File: src/design/ktt_pkg.sv
// Shared types for the key/value text tokenizer: result events, one result
// transfer and the burst of results that one input item causes.
// No dependencies.
`timescale 1ns / 1ps
`default_nettype none

package ktt_pkg;

    // Most results that one input item can cause.
    localparam int RES_MAX = 3;

    typedef enum logic [2:0] {
        EV_CHAR  = 3'd0,
        EV_SEND  = 3'd1,
        EV_OPEN  = 3'd2,
        EV_CLOSE = 3'd3,
        EV_EOI   = 3'd4
    } t_event;

    typedef struct packed {
        t_event     ev;
        logic [7:0] ch;
        logic       last;
    } t_result;

    typedef struct packed {
        logic [1:0]                 cnt;
        t_result [RES_MAX-1:0]      res;
    } t_burst;

endpackage

`default_nettype wire

File: src/design/ktt_lexer.sv
// Lexer mode register and the decode of one held input item into a burst of
// up to three results. Depends on ktt_pkg.
`timescale 1ns / 1ps
`default_nettype none

module ktt_lexer (
    input  wire logic            i_clk,
    input  wire logic            i_rst_n,
    input  wire logic            i_advance,   // item consumed this cycle
    input  wire logic            i_kind,
    input  wire logic [7:0]      i_byte,
    output ktt_pkg::t_burst      o_burst
);

    typedef enum logic [5:0] {
        M_BETWEEN = 6'b000001,
        M_SLASH   = 6'b000010,
        M_COMMENT = 6'b000100,
        M_QUOTED  = 6'b001000,
        M_ESCAPE  = 6'b010000,
        M_BARE    = 6'b100000
    } t_mode;

    localparam logic [7:0] CH_N      = 8'h6E;
    localparam logic [7:0] CH_T      = 8'h74;
    localparam logic [7:0] CH_R      = 8'h72;
    localparam logic [7:0] CH_LBRACE = 8'h7B;
    localparam logic [7:0] CH_RBRACE = 8'h7D;
    localparam logic [7:0] CH_QUOTE  = 8'h22;
    localparam logic [7:0] CH_SLASH  = 8'h2F;
    localparam logic [7:0] CH_BSLASH = 8'h5C;
    localparam logic [7:0] CH_LF     = 8'h0A;
    localparam logic [7:0] CH_TAB    = 8'h09;
    localparam logic [7:0] CH_CR     = 8'h0D;
    localparam logic [7:0] CH_SPACE  = 8'h20;

    t_mode r_mode;
    t_mode n_mode;

    ktt_pkg::t_result bw0;
    ktt_pkg::t_result bw1;
    logic [1:0]       bw_n;
    t_mode            bw_mode;

    ktt_pkg::t_result [ktt_pkg::RES_MAX-1:0] res;
    logic [1:0]                              cnt;

    function automatic logic is_ws(input logic [7:0] b);
        return (b == CH_SPACE) || (b >= CH_TAB && b <= CH_CR);
    endfunction

    function automatic ktt_pkg::t_result mk(input ktt_pkg::t_event ev,
                                            input logic [7:0] ch);
        ktt_pkg::t_result r;
        r.ev   = ev;
        r.ch   = (ev == ktt_pkg::EV_CHAR) ? ch : 8'h00;
        r.last = 1'b0;
        return r;
    endfunction

    // One byte inside or starting a bare word
    always_comb begin
        bw1 = mk(ktt_pkg::EV_CHAR, 8'h00);
        if (is_ws(i_byte)) begin
            bw0     = mk(ktt_pkg::EV_SEND, 8'h00);
            bw_n    = 2'd1;
            bw_mode = M_BETWEEN;
        end else if (i_byte == CH_LBRACE) begin
            bw0     = mk(ktt_pkg::EV_SEND, 8'h00);
            bw1     = mk(ktt_pkg::EV_OPEN, 8'h00);
            bw_n    = 2'd2;
            bw_mode = M_BETWEEN;
        end else if (i_byte == CH_RBRACE) begin
            bw0     = mk(ktt_pkg::EV_SEND, 8'h00);
            bw1     = mk(ktt_pkg::EV_CLOSE, 8'h00);
            bw_n    = 2'd2;
            bw_mode = M_BETWEEN;
        end else begin
            bw0     = mk(ktt_pkg::EV_CHAR, i_byte);
            bw_n    = 2'd1;
            bw_mode = M_BARE;
        end
    end

    always_comb begin
        res    = '0;
        cnt    = 2'd0;
        n_mode = r_mode;
        if (i_kind) begin
            n_mode = M_BETWEEN;
            unique case (r_mode)
                M_SLASH: begin
                    res[0] = mk(ktt_pkg::EV_CHAR, CH_SLASH);
                    res[1] = mk(ktt_pkg::EV_SEND, 8'h00);
                    res[2] = mk(ktt_pkg::EV_EOI, 8'h00);
                    cnt    = 2'd3;
                end
                M_ESCAPE: begin
                    res[0] = mk(ktt_pkg::EV_CHAR, CH_BSLASH);
                    res[1] = mk(ktt_pkg::EV_SEND, 8'h00);
                    res[2] = mk(ktt_pkg::EV_EOI, 8'h00);
                    cnt    = 2'd3;
                end
                M_QUOTED, M_BARE: begin
                    res[0] = mk(ktt_pkg::EV_SEND, 8'h00);
                    res[1] = mk(ktt_pkg::EV_EOI, 8'h00);
                    cnt    = 2'd2;
                end
                default: begin
                    res[0] = mk(ktt_pkg::EV_EOI, 8'h00);
                    cnt    = 2'd1;
                end
            endcase
        end else begin
            unique case (r_mode)
                M_SLASH: begin
                    if (i_byte == CH_SLASH) begin
                        n_mode = M_COMMENT;
                    end else begin
                        res[0] = mk(ktt_pkg::EV_CHAR, CH_SLASH);
                        res[1] = bw0;
                        res[2] = bw1;
                        cnt    = bw_n + 2'd1;
                        n_mode = bw_mode;
                    end
                end
                M_COMMENT: begin
                    if (i_byte == CH_LF) begin
                        n_mode = M_BETWEEN;
                    end
                end
                M_QUOTED: begin
                    if (i_byte == CH_QUOTE) begin
                        res[0] = mk(ktt_pkg::EV_SEND, 8'h00);
                        cnt    = 2'd1;
                        n_mode = M_BETWEEN;
                    end else if (i_byte == CH_BSLASH) begin
                        n_mode = M_ESCAPE;
                    end else begin
                        res[0] = mk(ktt_pkg::EV_CHAR, i_byte);
                        cnt    = 2'd1;
                    end
                end
                M_ESCAPE: begin
                    priority if (i_byte == CH_N) begin
                        res[0] = mk(ktt_pkg::EV_CHAR, CH_LF);
                    end else if (i_byte == CH_T) begin
                        res[0] = mk(ktt_pkg::EV_CHAR, CH_TAB);
                    end else if (i_byte == CH_R) begin
                        res[0] = mk(ktt_pkg::EV_CHAR, CH_CR);
                    end else begin
                        res[0] = mk(ktt_pkg::EV_CHAR, i_byte);
                    end
                    cnt    = 2'd1;
                    n_mode = M_QUOTED;
                end
                M_BARE: begin
                    res[0] = bw0;
                    res[1] = bw1;
                    cnt    = bw_n;
                    n_mode = bw_mode;
                end
                default: begin
                    // between tokens; unreachable codes land here as well
                    n_mode = M_BETWEEN;
                    priority if (is_ws(i_byte)) begin
                        n_mode = M_BETWEEN;
                    end else if (i_byte == CH_LBRACE) begin
                        res[0] = mk(ktt_pkg::EV_OPEN, 8'h00);
                        cnt    = 2'd1;
                    end else if (i_byte == CH_RBRACE) begin
                        res[0] = mk(ktt_pkg::EV_CLOSE, 8'h00);
                        cnt    = 2'd1;
                    end else if (i_byte == CH_QUOTE) begin
                        n_mode = M_QUOTED;
                    end else if (i_byte == CH_SLASH) begin
                        n_mode = M_SLASH;
                    end else begin
                        res[0] = mk(ktt_pkg::EV_CHAR, i_byte);
                        cnt    = 2'd1;
                        n_mode = M_BARE;
                    end
                end
            endcase
        end

        // mark the final result of this item
        unique case (cnt)
            2'd1:    res[0].last = 1'b1;
            2'd2:    res[1].last = 1'b1;
            2'd3:    res[2].last = 1'b1;
            default: res[0].last = res[0].last;
        endcase
    end

    always_ff @(posedge i_clk) begin
        if (!i_rst_n) begin
            r_mode <= M_BETWEEN;
        end else if (i_advance) begin
            r_mode <= n_mode;
        end
    end

    assign o_burst.cnt = cnt;
    assign o_burst.res = res;

endmodule

`default_nettype wire

File: src/design/ktt_burst.sv
// Result register: holds the burst of one item and hands it out one transfer
// per cycle on the output stream while i_take_ready is high. Depends on ktt_pkg.
`timescale 1ns / 1ps
`default_nettype none

module ktt_burst (
    input  wire logic            i_clk,
    input  wire logic            i_rst_n,
    input  wire logic            i_load,
    input  wire ktt_pkg::t_burst i_burst,
    input  wire logic            i_take_ready,
    output logic                 o_valid,
    output ktt_pkg::t_result     o_result,
    output logic                 o_free
);

    ktt_pkg::t_result [ktt_pkg::RES_MAX-1:0] r_res;
    logic [1:0]                              r_cnt;
    logic [1:0]                              r_idx;

    logic at_end;

    assign o_valid  = (r_cnt != 2'd0);
    assign o_result = r_res[r_idx];
    assign at_end   = (r_idx == r_cnt - 2'd1);
    // free once empty, or when the final entry leaves this cycle
    assign o_free   = !o_valid || (i_take_ready && at_end);

    always_ff @(posedge i_clk) begin
        if (i_load) begin
            r_res <= i_burst.res;
        end
    end

    always_ff @(posedge i_clk) begin
        if (!i_rst_n) begin
            r_cnt <= 2'd0;
            r_idx <= 2'd0;
        end else if (i_load) begin
            r_cnt <= i_burst.cnt;
            r_idx <= 2'd0;
        end else if (o_valid && i_take_ready) begin
            if (at_end) begin
                r_cnt <= 2'd0;
                r_idx <= 2'd0;
            end else begin
                r_idx <= r_idx + 2'd1;
            end
        end
    end

endmodule

`default_nettype wire

File: src/design/keyvalue_text_tokenizer_unit.sv
// Top level of the key/value text tokenizer: input register, lexer and result
// register. Depends on ktt_pkg, ktt_lexer and ktt_burst.
`timescale 1ns / 1ps
`default_nettype none

// Streaming lexer for brace-structured key/value text. Feed the document one
// byte per transfer on the slave side (tuser = 0), then one end-of-document
// transfer (tuser = 1, data ignored). The master side emits lexical events:
// string characters (escapes n, t, r translated), string end, open brace,
// close brace and end of input; tlast marks the final event caused by one
// input transfer. After end of input the lexer is back between tokens and
// the next byte starts a fresh document. Each byte waits in the input register
// until its burst fits in the result register and is decoded into a burst of up
// to three events; the result register then drains that burst at one event per
// cycle while the master side is ready. The block takes one byte per cycle while
// each byte yields at most one event and the master side is ready; a byte
// yielding more events holds the next byte in the input register until its
// burst has drained. Bytes that yield no event (comment text, opening quotes,
// escape backslashes) pass without waiting for the result register.
module keyvalue_text_tokenizer_unit (
    input  wire logic        i_clk,
    input  wire logic        i_rst_n,
    input  wire logic        s_axis_tvalid,
    output logic             s_axis_tready,
    input  wire logic [7:0]  s_axis_tdata,   // [7:0] data_byte
    input  wire logic [0:0]  s_axis_tuser,   // [0] kind
    output logic             m_axis_tvalid,
    input  wire logic        m_axis_tready,
    output logic [7:0]       m_axis_tdata,   // [7:0] char_value
    output logic [2:0]       m_axis_tuser,   // [2:0] event_res
    output logic             m_axis_tlast
);

    logic       r_in_valid;
    logic       r_kind;
    logic [7:0] r_byte;

    ktt_pkg::t_burst  burst;
    ktt_pkg::t_result result;
    logic             advance;
    logic             out_free;

    // Consume the held item when its burst fits in the result register;
    // items with no events never wait.
    assign advance       = r_in_valid && ((burst.cnt == 2'd0) || out_free);
    assign s_axis_tready = !r_in_valid || advance;

    always_ff @(posedge i_clk) begin
        if (!i_rst_n) begin
            r_in_valid <= 1'b0;
        end else if (s_axis_tready) begin
            r_in_valid <= s_axis_tvalid;
        end
    end

    // hold payload until the next accepted transfer
    always_ff @(posedge i_clk) begin
        if (s_axis_tvalid && s_axis_tready) begin
            r_kind <= s_axis_tuser[0];
            r_byte <= s_axis_tdata;
        end
    end

    ktt_lexer u_lexer (
        .i_clk     (i_clk),
        .i_rst_n   (i_rst_n),
        .i_advance (advance),
        .i_kind    (r_kind),
        .i_byte    (r_byte),
        .o_burst   (burst)
    );

    ktt_burst u_burst (
        .i_clk        (i_clk),
        .i_rst_n      (i_rst_n),
        .i_load       (advance && (burst.cnt != 2'd0)),
        .i_burst      (burst),
        .i_take_ready (m_axis_tready),
        .o_valid      (m_axis_tvalid),
        .o_result     (result),
        .o_free       (out_free)
    );

    assign m_axis_tuser = result.ev;
    assign m_axis_tdata = result.ch;
    assign m_axis_tlast = result.last;

endmodule

`default_nettype wire

File: config.mk
export PLATFORM = sky130hd
export DESIGN_NAME = keyvalue_text_tokenizer_unit
export DESIGN_NICKNAME = d
export VERILOG_FILES = /design/src/design/ktt_pkg.sv /design/src/design/ktt_lexer.sv /design/src/design/ktt_burst.sv /design/src/design/keyvalue_text_tokenizer_unit.sv
export SDC_FILE = /design/constraint.sdc
export NUM_CORES = 1
export LEC_CHECK = 0
export ABC_AREA = 1
export BUFFER_PORTS_ARGS = -buffer_cell sky130_fd_sc_hd__buf_2
export CORE_ASPECT_RATIO = 0.5
export CORE_MARGIN = 4
export CORE_UTILIZATION = 54
export CTS_CLUSTER_DIAMETER = 30
export DETAILED_ROUTE_END_ITERATION = 6
export PLACE_DENSITY = 0.78
export SLEW_MARGIN = 20
export SYNTH_ARGS = -nofsm -noshare
export SYNTH_HDL_FRONTEND = slang
export SYNTH_SLANG_ARGS = --single-unit
File: constraint.sdc
create_clock -name i_clk -period 2.7 [get_ports i_clk]
set_clock_uncertainty 0.15 [all_clocks]
set_input_delay 0 -clock i_clk [delete_from_list [all_inputs] [get_ports i_clk]]
set_output_delay 0 -clock i_clk [all_outputs]
set_load 0.02 [all_outputs]
==> impl_metrics.ini, run 1 <==
[setup_path]
reg2reg_to = u_burst.r_res[8]
critPathArrivalTime_ps = 2420
r2r_start = r_byte[1]
reg2reg_depth = 11
end_kind = flip-flop
reg2reg_slack_ps = 140
crit_required_ps = 2570
path_class = reg -> reg
startpoint_type = flip-flop
critPathMaxFanout = 28

[clock_network]
cts_buffers = 5
htreeDepth = 2
clkSlewWorstSetupHoldPaths_ps = 100
clk_latency_ps = 310
cts_tree = yes
root_buffer = clkbuf_8
cts_sinks = 48
cts_buffer_depth = 2

[grt]
grt-ovfl-total = 0
antenna_found_initial = 0
grt_pass1_vias = 2356
grt.total_usage = 0.232
grt_pass1_wl_um = 12000
grt_max_degree = 29

[synthesis]
ys_types = 39
ys_seq_area_frac = 0.462
syn_area_um2 = 2880
ys.flop_type = edfxtp_1
ys_async_sr_fraction = 0
syn_inst = 371
yosysTopAreaCellShare = 0.386
synth_edf_count = 37
synth_nets = 385
synthTopCellsByArea = edfxtp_1 39%, nor2_1 9.2%, nand2_1 8.1%
yosysWarnings = 0
avgSynthCellArea_um2 = 7.77
synth_seq_cells = 48
yosys.area.top_type = edfxtp_1

[power_and_ir_drop]
p_int_mw = 1.14
p_sw_mw = 0.502
power_density_nw_per_um2 = 489
p_total_mw = 1.64
seqPwrFrac = 0.534
peakVddDrop_mv = 0.309
p_leak_nw = 1.57
switching_share = 0.306
pwr-share-clk = 0.268
combinationalPowerShare = 0.197

[finish]
stdcell_area_um2 = 3360
fin_nets = 431
mostFrequentLayoutCells = 71 x nor2_1, 62 x nand2_1, 43 x inv_1
multi_input_area_um2 = 1300
layout-area-overhead-vs-synth_pct = 16.5
fillCellCount = 436
final_layout_size_suffix_gt1_frac = 0.203
final_cells = 488
num_antenna_cells = 0
final_common_cell = nor2_1
seqCellArea_um2 = 1330

[routing]
wirelength_um = 7240
drcViolationCount = 0
wire_per_inst_um = 14.8
drt-initial-drc-count = 280
vias = 2665
antenna_left = 0
viasPerCell = 5.46
dr.pass1.iters = 6

[floorplanning]
initial_core_util = 0.571
dieArea_um2 = 6640
coreArea_um2 = 5040
design.portCount = 27
fp.dieW_um = 111
dieHeight_um = 59.7
rows = 18

[hold_path]
min_from = m_axis_tready
hold_class = in -> reg
min_to = u_burst.r_idx[0]
hold_depth = 7

[sta]
relSlewSlack = 0.675
min_period_ps = 2560
rsz0062_at_grt = false
maxSlewViolCount = 0
finalHoldViolCount = 0
setup_viol = 0
setup_tns_ps = 0
tightest_slew_ps = 485
setup_slack_ps = 144
max_freq_mhz = 391
post-route-period-util = 0.947

[placed_design]
dp.cells = 466
post-place-ws_ps = 146
dpl_cell_area_um2 = 3140
hpwl_um = 5490
io_buffers = 26
gp_congestion = 0.944

[outcome]
outcome = finished, final reports clean

[job]
max_cap_viol_count = 0
## cells by family (layout without fill, tap and decap cells)
logic type	after synthesis	in the layout	share of synthesized area
flops	48	48	0.462
xor+xnor	2	2	0.00608
fa+ha+maj	1	1	0.00434
buf+inv	65	112	0.0864
compound gates	50	50	0.102
simple gates	205	205	0.339
## metal layers
metal	GRT usage	vias up	part of all wire
met5	0	-	0
met1	0.377	1200	0.52
met2	0.315	133	0.39
met4	0.0485	0	0.010
met3	0.0435	8	0.085
li1	-	1324	-
## critical path, stage by stage, from the launching register on
cell	delay, ps
edfxtp_1	520
buf_4	200
nor2_1	130
nand3_2	150
nand2_2	160
nand2_1	90
a21oi_1	170
a21oi_2	90
nand2_4	120
nand3_2	130
inv_1	140
buf_12	190
## power groups by stage
stage / Sequential (mW) / Clock [mW] / Combinational (mW)
6_report: 0.877 / 0.440 / 0.324
5_1_grt: 0.882 / 0.473 / 0.362
4_1_cts: 0.876 / 0.439 / 0.316
3_5_place_dp: 0.893 / 0 / 0.304
3_3_place_gp: 0.892 / 0 / 0.298
2_1_floorplan: 0.883 / 0 / 0.220
## cell type report
class	instances	area share
Inverter	55	0.0615
Timing Repair Buffer	49	0.102
Multi-Input combinational cell	258	0.388
Sequential cell	48	0.397
Tap cell	70	0.0261
Clock inverter	3	0.00559
Clock buffer	5	0.0205
## how the worst max path moves through the flow
stage,to,cells after the start,start,slack [ps]
after floorplan,u_burst.r_res[0],12,r_byte[1],140
after global placement,u_burst.r_res[5],12,r_byte[1],200
after detailed placement,r_byte[4],11,r_byte[4],150
after CTS,r_byte[4],11,r_byte[4],130
after global routing,r_byte[3],11,r_byte[4],20
final,u_burst.r_res[8],11,r_byte[1],140
## through the flow
stage | hold WS, ps | util
floorplan | -51.1 | -
finish | 66.5 | 0.665
global placement | 27.1 | 0.622
CTS | 54.7 | 0.661
global route | 131 | 0.665
detailed placement | 28.1 | 0.622
## flip-flops by register name, indices dropped and copies added, names as in the netlist
name            cells
r_in_valid          1
r_kind              1
u_burst.r_res      28
u_burst.r_cnt       2
u_burst.r_idx       2
u_lexer.r_mode      6
r_byte              8
## cell usage after synthesis (2+ instances only)
master / number
a21oi_1: 10
clkbuf_1: 7
nor2_2: 10
o21ai_1: 4
nand2_1: 62
nor4_1: 2
o21ai_0: 23
xor2_1: 2
inv_2: 10
nor2_1: 71
edfxtp_1: 37
dfxtp_1: 11
nand2_2: 6
o2111ai_1: 3
nand3_2: 4
o31ai_1: 2
nor3_1: 7
o221ai_1: 3
nand3_1: 24
nand4_1: 11
inv_1: 44
## what timing repair did
item | CTS | global route
setup endpoints to repair | 0 | 21
hold buffers | 11 | 0
setup buffers | 0 | 3
hold endpoints to repair | 20 | 0
resized for setup | 0 | 1
No activity file was read; power rests on OpenSTA's default activity.
==> inputs of run 2 (changes only) <==
--- a/config.mk
+++ b/config.mk
@@ -9,10 +9,10 @@
 export BUFFER_PORTS_ARGS = -buffer_cell sky130_fd_sc_hd__buf_2
 export CORE_ASPECT_RATIO = 0.5
 export CORE_MARGIN = 4
-export CORE_UTILIZATION = 54
+export CORE_UTILIZATION = 36
 export CTS_CLUSTER_DIAMETER = 30
 export DETAILED_ROUTE_END_ITERATION = 6
-export PLACE_DENSITY = 0.78
+export PLACE_DENSITY = 0.56
 export SLEW_MARGIN = 20
 export SYNTH_ARGS = -nofsm -noshare
 export SYNTH_HDL_FRONTEND = slang
==> run 2 against run 1 <==
Net effect: sequential share of layout area shrank 2.0 points; clock-buffer cell count did not move; total power grew 19%; final area rose by 5.2%; largest cell class unchanged; largest power group unchanged; critical path depth rose by 2.
==> impl_metrics.ini, run 2 (synthesis results as in run 1) <==
[floorplanning]
design.portCount = 27
rows = 22
coreArea_um2 = 7540
dieArea_um2 = 9590
fp.dieW_um = 135
dieHeight_um = 71.3
initial_core_util = 0.382

[grt]
grt.total_usage = 0.176
grt_pass1_wl_um = 13100
antenna_found_initial = 0
grt-ovfl-total = 0
grt_pass1_vias = 2450
grt_max_degree = 29

[routing]
drt-initial-drc-count = 239
viasPerCell = 4.98
drcViolationCount = 0
wire_per_inst_um = 15.5
antenna_left = 0
wirelength_um = 8210
dr.pass1.iters = 5
vias = 2637

[sta]
setup_slack_ps = 171
rsz0062_at_grt = false
setup_viol = 0
tightest_slew_ps = 473
post-route-period-util = 0.937
relSlewSlack = 0.683
setup_tns_ps = 0
min_period_ps = 2530
maxSlewViolCount = 0
max_freq_mhz = 395
finalHoldViolCount = 0

[placed_design]
post-place-ws_ps = 100
gp_congestion = 0.942
hpwl_um = 6120
io_buffers = 26

[setup_path]
crit_required_ps = 2550
cp-endpoint = u_burst.r_res[24]
startpoint_type = flip-flop
reg2reg_to = u_burst.r_res[24]
reg2reg_depth = 13
slowest_delay_ps = 530
r2r_start = r_byte[1]
critPathSlowestCell = edfxtp_1
critPathMaxFanout = 28
setup.worst_path.start = r_byte[1]
cp_cell_sequence = inv_1 > nor2_1 > nor2_1 > nand2_1 > nand2_1 > nor2_1 > nor2_1 > nor2_1 > nand2_2 > nand2_4 > nand3_2 > inv_1 > buf_12
cpMostUsedCell = nor2_1
critPathArrivalTime_ps = 2380
end_kind = flip-flop
reg2reg_slack_ps = 170
path_class = reg -> reg

[power_and_ir_drop]
power_density_nw_per_um2 = 553
peakVddDrop_mv = 0.362
p_leak_nw = 1.62

[clock_network]
htreeDepth = 2
cts_buffers = 5
clk_latency_ps = 300
root_buffer = clkbuf_16
cts_tree = yes
cts_buffer_depth = 2
cts_sinks = 48
clkSlewWorstSetupHoldPaths_ps = 70

[finish]
num_antenna_cells = 0
final_layout_size_suffix_gt1_frac = 0.216
top_regs = u_burst.r_res: 28 flops, r_byte: 8 flops, u_lexer.r_mode: 6 flops
layout-area-overhead-vs-synth_pct = 22.6
top_register = u_burst.r_res
mostFrequentLayoutCells = 71 x nor2_1, 61 x nand2_1, 43 x inv_1
fin_nets = 435
final_common_cell = nor2_1
largest_register_ffs = 28

[job]
max_cap_viol_count = 0

[hold_path]
hold_class = in -> reg

[outcome]
outcome = finished, final reports clean
run 2: report_power, final:
group          switching (mW)  internal [mW]  total (mW)
combinational           0.219          0.114       0.333
clock                   0.300          0.441       0.741
sequential             0.0301          0.848       0.878
run 2: critical path: cells and delay by family, from the launching register on:
family        cells  cell delay, ps
simple gates     10            1050
buf+inv           3             470
flops             1             530
run 2: area by class of cell:
cell class              instances  area, µm²
fillers                       766       4010
clock inverters                 3       46.3
multi-input cells             258       1310
inverters                      55        210
well taps                     108        135
repair inverters                1       7.51
clock buffers                   5        125
flip-flops and latches         48       1330
repair buffers                 52        363
run 2: what timing repair did:
item,CTS,global route
buffers inserted,0,3
setup endpoints to repair,0,37
endpoints found under the hold margin,20,0
resized for setup,0,5
hold buffers,11,0
run 2: layer usage:
layer / vias up / track usage / share of wire
met5: - / 0 / 0
met4: 0 / 0.0587 / 0.010
met3: 5 / 0.0351 / 0.073
met2: 112 / 0.228 / 0.39
met1: 1186 / 0.285 / 0.52
li1: 1334 / - / -
run 2: metrics by stage:
stage | power (mW) | hold WS, ps | std cells | instance area (µm²) | utilization
global placement | 1.20 | 26.8 | 507 | 3210 | 0.425
floorplan | 1.10 | -51.1 | 371 | 2880 | -
CTS | 1.96 | 45.8 | 526 | 3490 | 0.463
detailed placement | 1.20 | 28.1 | 507 | 3210 | 0.425
global route | 2.04 | 83.8 | 530 | 3530 | 0.468
finish | 1.95 | 53.6 | 530 | 3530 | 0.468
run 2: worst min path at each step:
stage / start / end / slack (ps) / depth (start not counted)
after global placement: s_axis_tdata[1] / r_byte[1] / 30 / 1
after global routing: m_axis_tready / u_burst.r_idx[1] / 80 / 7
after detailed placement: s_axis_tuser / r_kind / 30 / 1
after CTS: m_axis_tready / u_burst.r_idx[0] / 50 / 7
after floorplan: s_axis_tdata[0] / r_byte[0] / -50 / 0
final: m_axis_tready / u_burst.r_idx[1] / 50 / 7
==> inputs of run 3 (changes only) <==
--- a/config.mk
+++ b/config.mk
@@ -12,8 +12,8 @@
 export CORE_UTILIZATION = 36
 export CTS_CLUSTER_DIAMETER = 30
 export DETAILED_ROUTE_END_ITERATION = 6
+export GPL_TIMING_DRIVEN = 0
 export PLACE_DENSITY = 0.56
-export SLEW_MARGIN = 20
 export SYNTH_ARGS = -nofsm -noshare
 export SYNTH_HDL_FRONTEND = slang
 export SYNTH_SLANG_ARGS = --single-unit
==> run 3 against run 2 <==
Net effect: highest routed layer unchanged; via count down 2.0%; final area is 0.21% higher; sequential cell count unchanged; utilization up 0.10 points; die area unchanged; global-route usage is 1.9 points lower; largest cell class is now multi-input gates; critical path depth shrank 1; clock-buffer cell count is the same.
==> impl_metrics.ini, run 3 (synthesis results as in run 1) <==
[hold_path]
hold_class = in -> reg

[routing]
antenna_left = 0
drt-initial-drc-count = 264
drcViolationCount = 0
wirelength_um = 7450
vias = 2583
wire_per_inst_um = 14.1
viasPerCell = 4.88
dr.pass1.iters = 4

[setup_path]
critPathSlowestCell = edfxtp_1
end_kind = flip-flop
crit_required_ps = 2550
slowest_delay_ps = 390
cp_cell_sequence = inv_1 > nand2_1 > nor2_4 > nand3_2 > nand2_4 > nand2_1 > a21oi_1 > a21oi_2 > nand2_4 > nand3_4 > clkinvlp_4 > buf_12
critPathTopFamily = simple AND/OR/NAND/NOR gates
path_buf_inv = 3
path_class = reg -> reg
startpoint_type = flip-flop
critPathArrivalTime_ps = 2360
critPathMaxFanout = 12

[sta]
finalHoldViolCount = 0
setup_viol = 0
rsz0062_at_grt = false
min_period_ps = 2510
setup_tns_ps = 0
max_freq_mhz = 398
relSlewSlack = 0.647
hold_slack_ps = 46.7
post-route-period-util = 0.931
maxSlewViolCount = 0
tightest_slew_ps = 529

[finish]
layout-area-overhead-vs-synth_pct = 22.8
top_register = u_burst.r_res
largest_register_ffs = 28
mostFrequentLayoutCells = 71 x nor2_1, 61 x nand2_1, 42 x inv_1
fillCellCount = 793
num_antenna_cells = 0
fin_nets = 434
final_cells = 529
final_layout_size_suffix_gt1_frac = 0.202
top_regs = u_burst.r_res: 28 flops, r_byte: 8 flops, u_lexer.r_mode: 6 flops
multi_input_area_um2 = 1340
final_common_cell = nor2_1
stdcell_area_um2 = 3540
seqCellArea_um2 = 1330
post-route-util = 0.469

[grt]
grt.total_usage = 0.158
grt-ovfl-total = 0
grt_pass1_vias = 2322
grt_max_degree = 17
grt_pass1_wl_um = 12000
antenna_found_initial = 0

[floorplanning]
rows = 22
dieArea_um2 = 9590
design.portCount = 27
coreArea_um2 = 7540
initial_core_util = 0.382
fp.dieW_um = 135
dieHeight_um = 71.3

[clock_network]
cts_buffer_depth = 2
cts_sinks = 48
cts_buffers = 5
htreeDepth = 2
clk_latency_ps = 290
clkSlewWorstSetupHoldPaths_ps = 70
root_buffer = clkbuf_16
cts_tree = yes

[power_and_ir_drop]
pwr-share-clk = 0.372
combinationalPowerShare = 0.175
switching_share = 0.273
p_sw_mw = 0.528
seqPwrFrac = 0.453
p_int_mw = 1.40
peakVddDrop_mv = 0.286
p_leak_nw = 1.59
power_density_nw_per_um2 = 546

[placed_design]
io_buffers = 25
dp.cells = 504
dpl_cell_area_um2 = 3140
hpwl_um = 5590
gp_congestion = 0.904

[job]
max_cap_viol_count = 0

[outcome]
outcome = finished, final reports clean
-- run 3: what timing repair did --
item / CTS / global route
buffers inserted: 0 / 4
setup endpoints to repair: 28 / 37
gates resized for setup: 2 / 9
hold buffers: 11 / 0
pin swaps: 0 / 2
hold endpoints to repair: 17 / 0
gates cloned: 1 / 1
-- run 3: layout make-up --
| cell class | instances | share of cell area |
|---|---|---|
| clock buffers | 5 | 0.0353 |
| inverters | 55 | 0.0604 |
| multi-input cells | 258 | 0.378 |
| clock inverters | 3 | 0.0134 |
| well taps | 108 | 0.0382 |
| plain buffers | 10 | 0.0120 |
| flip-flops and latches | 48 | 0.376 |
| repair inverters | 2 | 0.00424 |
| repair buffers | 40 | 0.0820 |
-- run 3: power by group through the flow --
| stage | Clock (mW) | Combinational [mW] | Sequential, mW |
|---|---|---|---|
| final | 0.719 | 0.338 | 0.874 |
| after global placement | 0 | 0.296 | 0.889 |
| after global routing | 0.770 | 0.376 | 0.879 |
| after CTS | 0.730 | 0.316 | 0.874 |
| after detailed placement | 0 | 0.299 | 0.891 |
| after floorplan | 0 | 0.220 | 0.883 |
-- run 3: final timing paths --
check             cells past startpoint  slack [ps]              from                 to
hold / removal                        7          50     m_axis_tready   u_burst.r_idx[0]
setup / recovery                     12         190         r_byte[7]  u_burst.r_res[12]
hold reg to reg                       2         330  u_burst.r_cnt[1]   u_burst.r_cnt[1]
setup reg to reg                     12         190         r_byte[7]  u_burst.r_res[12]
-- run 3: layer usage --
| metal | up-vias | GRT usage | routed length, µm |
|---|---|---|---|
| li1 | 1342 | - | - |
| met2 | 69 | 0.220 | 3030 |
| met5 | - | 0 | 0 |
| met1 | 1170 | 0.248 | 3870 |
| met4 | 0 | 0.0226 | 29 |
| met3 | 2 | 0.0414 | 515 |
-- run 3: metrics by stage --
stage / power (mW) / setup slack, ps
detailed placement: 1.19 / -386
floorplan: 1.10 / 135
global placement: 1.18 / -358
global route: 2.03 / 9.22
finish: 1.93 / 187
CTS: 1.92 / 36.4
-- run 3: worst min-delay path: cells and delay by family --
family          cells  cell delay [ps]
compound gates      1               50
simple gates        3              190
buf+inv             3              190
